--- src/sv/eph_pkg.sv ---
// ---------------------------------------------------------------------------
// eph_pkg
// Shared types, constants and table helpers for the envelope phaser.
// ---------------------------------------------------------------------------
package eph_pkg;

    localparam int COEF_DEPTH = 256;

    localparam logic [25:0] ATTACK_Q32  = 26'd42949673;
    localparam logic [25:0] RELEASE_Q32 = 26'd429497;
    localparam logic [14:0] FB_MAX      = 15'd31129;
    localparam logic [15:0] ONE_Q15     = 16'd32768;

    localparam logic [15:0] QSINE [0:32] = '{
        16'd0,     16'd1608,  16'd3212,  16'd4808,  16'd6393,  16'd7962,
        16'd9512,  16'd11039, 16'd12540, 16'd14010, 16'd15447, 16'd16846,
        16'd18205, 16'd19520, 16'd20788, 16'd22006, 16'd23170, 16'd24279,
        16'd25330, 16'd26319, 16'd27246, 16'd28106, 16'd28899, 16'd29622,
        16'd30274, 16'd30853, 16'd31357, 16'd31786, 16'd32138, 16'd32413,
        16'd32610, 16'd32729, 16'd32768
    };

    localparam logic [15:0] STAGE_RECIP [0:16] = '{
        16'd0,    16'd32768, 16'd16384, 16'd10923, 16'd8192, 16'd6554,
        16'd5461, 16'd4681,  16'd4096,  16'd3641,  16'd3277, 16'd2979,
        16'd2731, 16'd2521,  16'd2341,  16'd2185,  16'd2048
    };

    typedef enum logic [2:0] {
        CFG_DEPTH, CFG_FEEDBACK, CFG_WET, CFG_STAGES,
        CFG_LFO_STEP, CFG_CENTER, CFG_MIN_FREQ
    } t_cfg_idx;

    typedef enum logic [3:0] {
        ST_IDLE, ST_SIN, ST_SIN2, ST_ENV, ST_EFF, ST_SPR, ST_SPRW,
        ST_FREQ, ST_COEF, ST_INTP, ST_YMUL, ST_UPD,
        ST_MIX1, ST_MIX2, ST_MIX3, ST_FIN
    } t_state;

    typedef struct packed {
        logic signed [32:0] a;
        logic signed [26:0] b;
    } t_mul_req;

    typedef struct packed {
        logic [15:0] a;
        logic [15:0] b;
    } t_sin_pts;

    typedef logic signed [24:0] t_coef;
    typedef t_coef t_coef_tab [0:COEF_DEPTH];

    // Pick the two quarter-wave points around a phase.
    function automatic t_sin_pts sin_pts(input logic [31:0] ph);
        logic [5:0] idx;
        t_sin_pts   p;
        idx = {1'b0, ph[29:25]};
        if (ph[30]) begin
            p.a = QSINE[6'd32 - idx];
            p.b = QSINE[6'd31 - idx];
        end else begin
            p.a = QSINE[idx];
            p.b = QSINE[idx + 6'd1];
        end
        return p;
    endfunction

    function automatic longint sine_full(input logic [31:0] ph);
        t_sin_pts p;
        longint   fr;
        longint   v;
        p  = sin_pts(ph);
        fr = longint'(ph[24:17]);
        v  = (longint'(p.a) * (256 - fr) + longint'(p.b) * fr) >>> 8;
        return ph[31] ? -v : v;
    endfunction

    // Restoring shift-subtract division, quotient truncated toward zero.
    // The divisor is positive.
    function automatic longint div_trunc(input longint num, input longint den);
        logic [63:0] num_mag;
        logic [63:0] den_mag;
        logic [63:0] quo;
        logic [63:0] part;
        num_mag = (num < 0) ? 64'(-num) : 64'(num);
        den_mag = 64'(den);
        quo     = '0;
        part    = '0;
        for (int i = 63; i >= 0; i--) begin
            part = {part[62:0], num_mag[i]};
            if (part >= den_mag) begin
                part   = part - den_mag;
                quo[i] = 1'b1;
            end
        end
        return (num < 0) ? -longint'(quo) : longint'(quo);
    endfunction

    // All-pass coefficient (tan-1)/(tan+1) over a quarter turn, evaluated at elaboration.
    function automatic t_coef_tab build_coef_tab();
        t_coef_tab   tab;
        longint      s;
        longint      c;
        longint      den;
        logic [31:0] ph;
        for (int k = 0; k <= COEF_DEPTH; k++) begin
            ph  = 32'((longint'(k) << 30) / COEF_DEPTH);
            s   = sine_full(ph);
            c   = sine_full(32'(ph + 32'h4000_0000));
            den = s + c;
            if (den <= 0) begin
                den = 1;
            end
            tab[k] = t_coef'(div_trunc((s - c) * 8388608, den));
        end
        return tab;
    endfunction

    function automatic logic signed [23:0] sat24(input logic signed [31:0] v);
        if (v > 32'sd8388607) begin
            return 24'sh7FFFFF;
        end else if (v < -32'sd8388608) begin
            return 24'sh800000;
        end
        return v[23:0];
    endfunction

endpackage

--- src/sv/eph_mul.sv ---
// ---------------------------------------------------------------------------
// eph_mul
// Shared signed multiplier with a registered product.
// ---------------------------------------------------------------------------
module eph_mul (
    input  logic                   i_clk,
    input  eph_pkg::t_mul_req      i_req,
    output logic signed [59:0]     o_prod
);

    logic signed [59:0] r_prod;

    always_ff @(posedge i_clk) begin
        r_prod <= i_req.a * i_req.b;
    end

    assign o_prod = r_prod;

endmodule

--- config.mk ---
export PLATFORM = sky130hd
export DESIGN_NAME = eph_mul
export DESIGN_NICKNAME = d
export VERILOG_FILES = /design/src/sv/eph_pkg.sv /design/src/sv/eph_mul.sv
export SDC_FILE = /design/constraint.sdc
export NUM_CORES = 2
export LEC_CHECK = 0
export ABC_AREA = 1
export BUFFER_PORTS_ARGS = -buffer_cell sky130_fd_sc_hd__buf_4
export CAP_MARGIN = 10
export CELL_PAD_IN_SITES_DETAIL_PLACEMENT = 1
export CELL_PAD_IN_SITES_GLOBAL_PLACEMENT = 1
export CORE_ASPECT_RATIO = 1.25
export CORE_MARGIN = 2
export CORE_UTILIZATION = 45
export DETAILED_ROUTE_END_ITERATION = 6
export PLACE_DENSITY_LB_ADDON = 0.1
export SETUP_SLACK_MARGIN = 0.5
export SLEW_MARGIN = 0
export SYNTH_ARGS = -nofsm -noshare
export SYNTH_HDL_FRONTEND = slang
export SYNTH_SLANG_ARGS = --single-unit
--- constraint.sdc ---
create_clock -name i_clk -period 6.84 [get_ports i_clk]
set_input_delay 0.342 -clock i_clk [delete_from_list [all_inputs] [get_ports i_clk]]
set_output_delay 0.342 -clock i_clk [all_outputs]
set_load 0.005 [all_outputs]
==> results.cfg <==
[outcome]
run_status = complete, no violations

[logic_synthesis]
syn_area_um2 = 35300
syn-num-nets = 5727
yosysWarnings = 0
synth-seq-cells = 60
synth_edf_count = 0
synthCells = 4585
ys.flop_type = dfxtp_1
yosysSeqAreaShare_pct = 3.40
syn_area_per_cell_um2 = 7.70
async_flop_share_pct = 0
synth.distinct_cells = 34

[critical_path]
path_cells = buf_4 > buf_12 > nand2_1 > fa_1 > fa_1 > fa_1 > fa_1 > inv_1 > fa_1 > fa_1 > inv_1 > fa_1 > inv_1 > ha_2 > nand2_1 > nor2_2 > nand2_1 > buf_4 > nor3_2 > nand2_1 > nand4_1 > nand2_1
critPathKind = in -> reg
crit_fanout = 27
cp_data_required_time_ns = 7.08
crit_top_cell = fa_1
cp-end-kind = flip-flop
crit_slowest_cell = fa_1
cp.buffers_inverters = 6
cp.arrival_ns = 6.36
crit_family = adder cells
start_kind = primary input
slowest_delay_ns = 0.62

[global_route]
grt_max_degree = 34
grt_pass1_vias = 32500
grt_antenna_before_repair = 2
grt_use_total_pct = 30.6
grt_pass1_wl_um = 185000
gr-total-overflow = 0

[clock_tree]
clkTransAtPathRegs_ns = 0.06
cts_max_level = 3
cts_buffers = 9
cts_hold_buffers = 0
clockRootBuffer = clkbuf_16
tritoncts = yes
cts_sinks = 60
cts_buffer_depth = 2

[detailed_routing]
ant_nets = 0
wl_per_cell_um = 20.5
viasPerCell = 4.90
first_iter_violations = 1273
num_vias = 27800
drt_pass1_iterations = 5
wl_um = 116000
drcViolationCount = 0

[die]
dieHeight_um = 317
row_count = 114
die_w_um = 255
core_um2 = 77600
start_util_pct = 45.5
fp.dieArea_um2 = 80700
pin_count = 121

[final_layout]
drive_above_1_share_pct = 9.00
multi_input_area_um2 = 27700
fill_cells = 9744
seq_area_um2 = 1200
fin_nets = 5760
largest_reg_flops = 60
area_growth_syn_to_layout_pct = 8.42

[place]
gp_congestion = 0.930
dp_hpwl_um = 99200
numPortBuffers = 120

[min_path]
worstHoldPathType = in -> reg

[sta]
finalSetupViolCount = 0
finalSetupTns_ns = 0
min_period_ns = 6.13
min_period_over_period_pct = 89.6
rsz0062_at_grt = true
fmax_ghz = 0.163
max_slew_margin_pct = 64.1
slew_viol_final = 0
worst_slew_pin_slew_ns = 0.539
finalHoldViolations = 0

[run]
drv_cap = 0
path summary, 6_finish.rpt:
| path | cells after the start | from | slack [ns] | to |
|---|---|---|---|---|
| min | 5 | i_req[0] | 0.76 | o_prod[0]$_DFF_P_ |
| max | 22 | i_req[3] | 0.71 | o_prod[48]$_DFF_P_ |
tightest hold or removal path: cells and delay by family:
| family | cells | cell delay, ns |
|---|---|---|
| and+or+nand+nor | 1 | 0.07 |
| buffers and inverters | 4 | 0.64 |
per-stage QoR:
step           utilization [%]  hold WS, ns  setup slack, ns  instance area [µm²]  std cells
6_report                  49.3        0.758            0.711                38300       5669
5_1_grt                   49.3        0.768            0.467                38300       5669
4_1_cts                   48.8        0.748            0.472                37900       5662
3_5_place_dp              48.4        0.726          -0.0269                37600       5646
3_3_place_gp              48.4        0.724           0.0516                37600       5646
2_1_floorplan                -        0.626            0.545                35300       4585
final cells by class:
class,instances,area share (%)
inverters,1555,15.3
flip-flops and latches,60,3.14
multi-input cells,2764,72.4
diodes,2,0.0131
well taps,1044,3.41
repair buffers,228,5.02
clock buffers,11,0.608
clock inverters,5,0.137
layout by cell type (no fill, tap or decap), types with 15 or more instances in the layout:
master	netlist	routed
inv_1	1542	1539
nand2_1	1284	1279
nor2_2	32	38
nor2_4	14	16
xor2_1	32	32
nor2_1	100	92
buf_6	0	34
dfxtp_1	60	60
nand3_1	59	59
buf_4	0	187
nand2_2	36	41
a21oi_1	45	39
ha_2	0	18
ha_1	170	148
nand4_1	15	15
fa_1	911	900
cells in the mapped netlist, types with 2 or more instances:
master	n	share of area, %
o21bai_1	11	0.23
nor2_2	32	0.57
buf_1	8	0.085
a21oi_1	45	0.64
nor4_1	2	0.035
xnor2_1	4	0.099
ha_1	170	6.0
nand3_1	59	0.84
xor2_1	32	0.79
and3_1	2	0.035
nand3_2	5	0.14
nand2_1	1284	14
o21ai_0	12	0.17
dfxtp_1	60	3.4
a21oi_2	2	0.050
clkinv_1	2	0.021
nor3_1	7	0.099
nand4_1	15	0.27
nor2_4	14	0.45
clkbuf_1	198	2.1
inv_2	11	0.12
inv_1	1542	16
nor2_1	100	1.1
or2_2	9	0.16
nand2_2	36	0.64
a21o_1	3	0.064
nand3b_1	3	0.064
fa_1	911	52
kinds of logic (layout without fill, tap and decap cells):
family          Yosys count  in the layout  share of synthesized area, %
compound gates           75             75                          1.19
xor+xnor                 36             36                         0.893
fa+ha+maj              1081           1081                          57.7
buf+inv                1761           1799                          18.7
flops                    60             60                          3.40
other cells               0              2                             0
simple gates           1572           1572                          18.1
repair_timing:
action                                  CTS  global route
endpoints found under the setup margin   13            31
gates resized for setup                   7            97
setup buffers                             0             5
pin swaps                                 0             5
per-layer routing:
layer	track usage, %	vias to the layer above	routed length [µm]
li1	-	12400	-
met4	8.90	0	4130
met5	0	-	0
met1	36.2	14700	44800
met2	59.5	488	64100
met3	1.58	174	3250
Power is not shown: default switching activity piles up to over one toggle a cycle in this logic, so the estimate is an artifact.
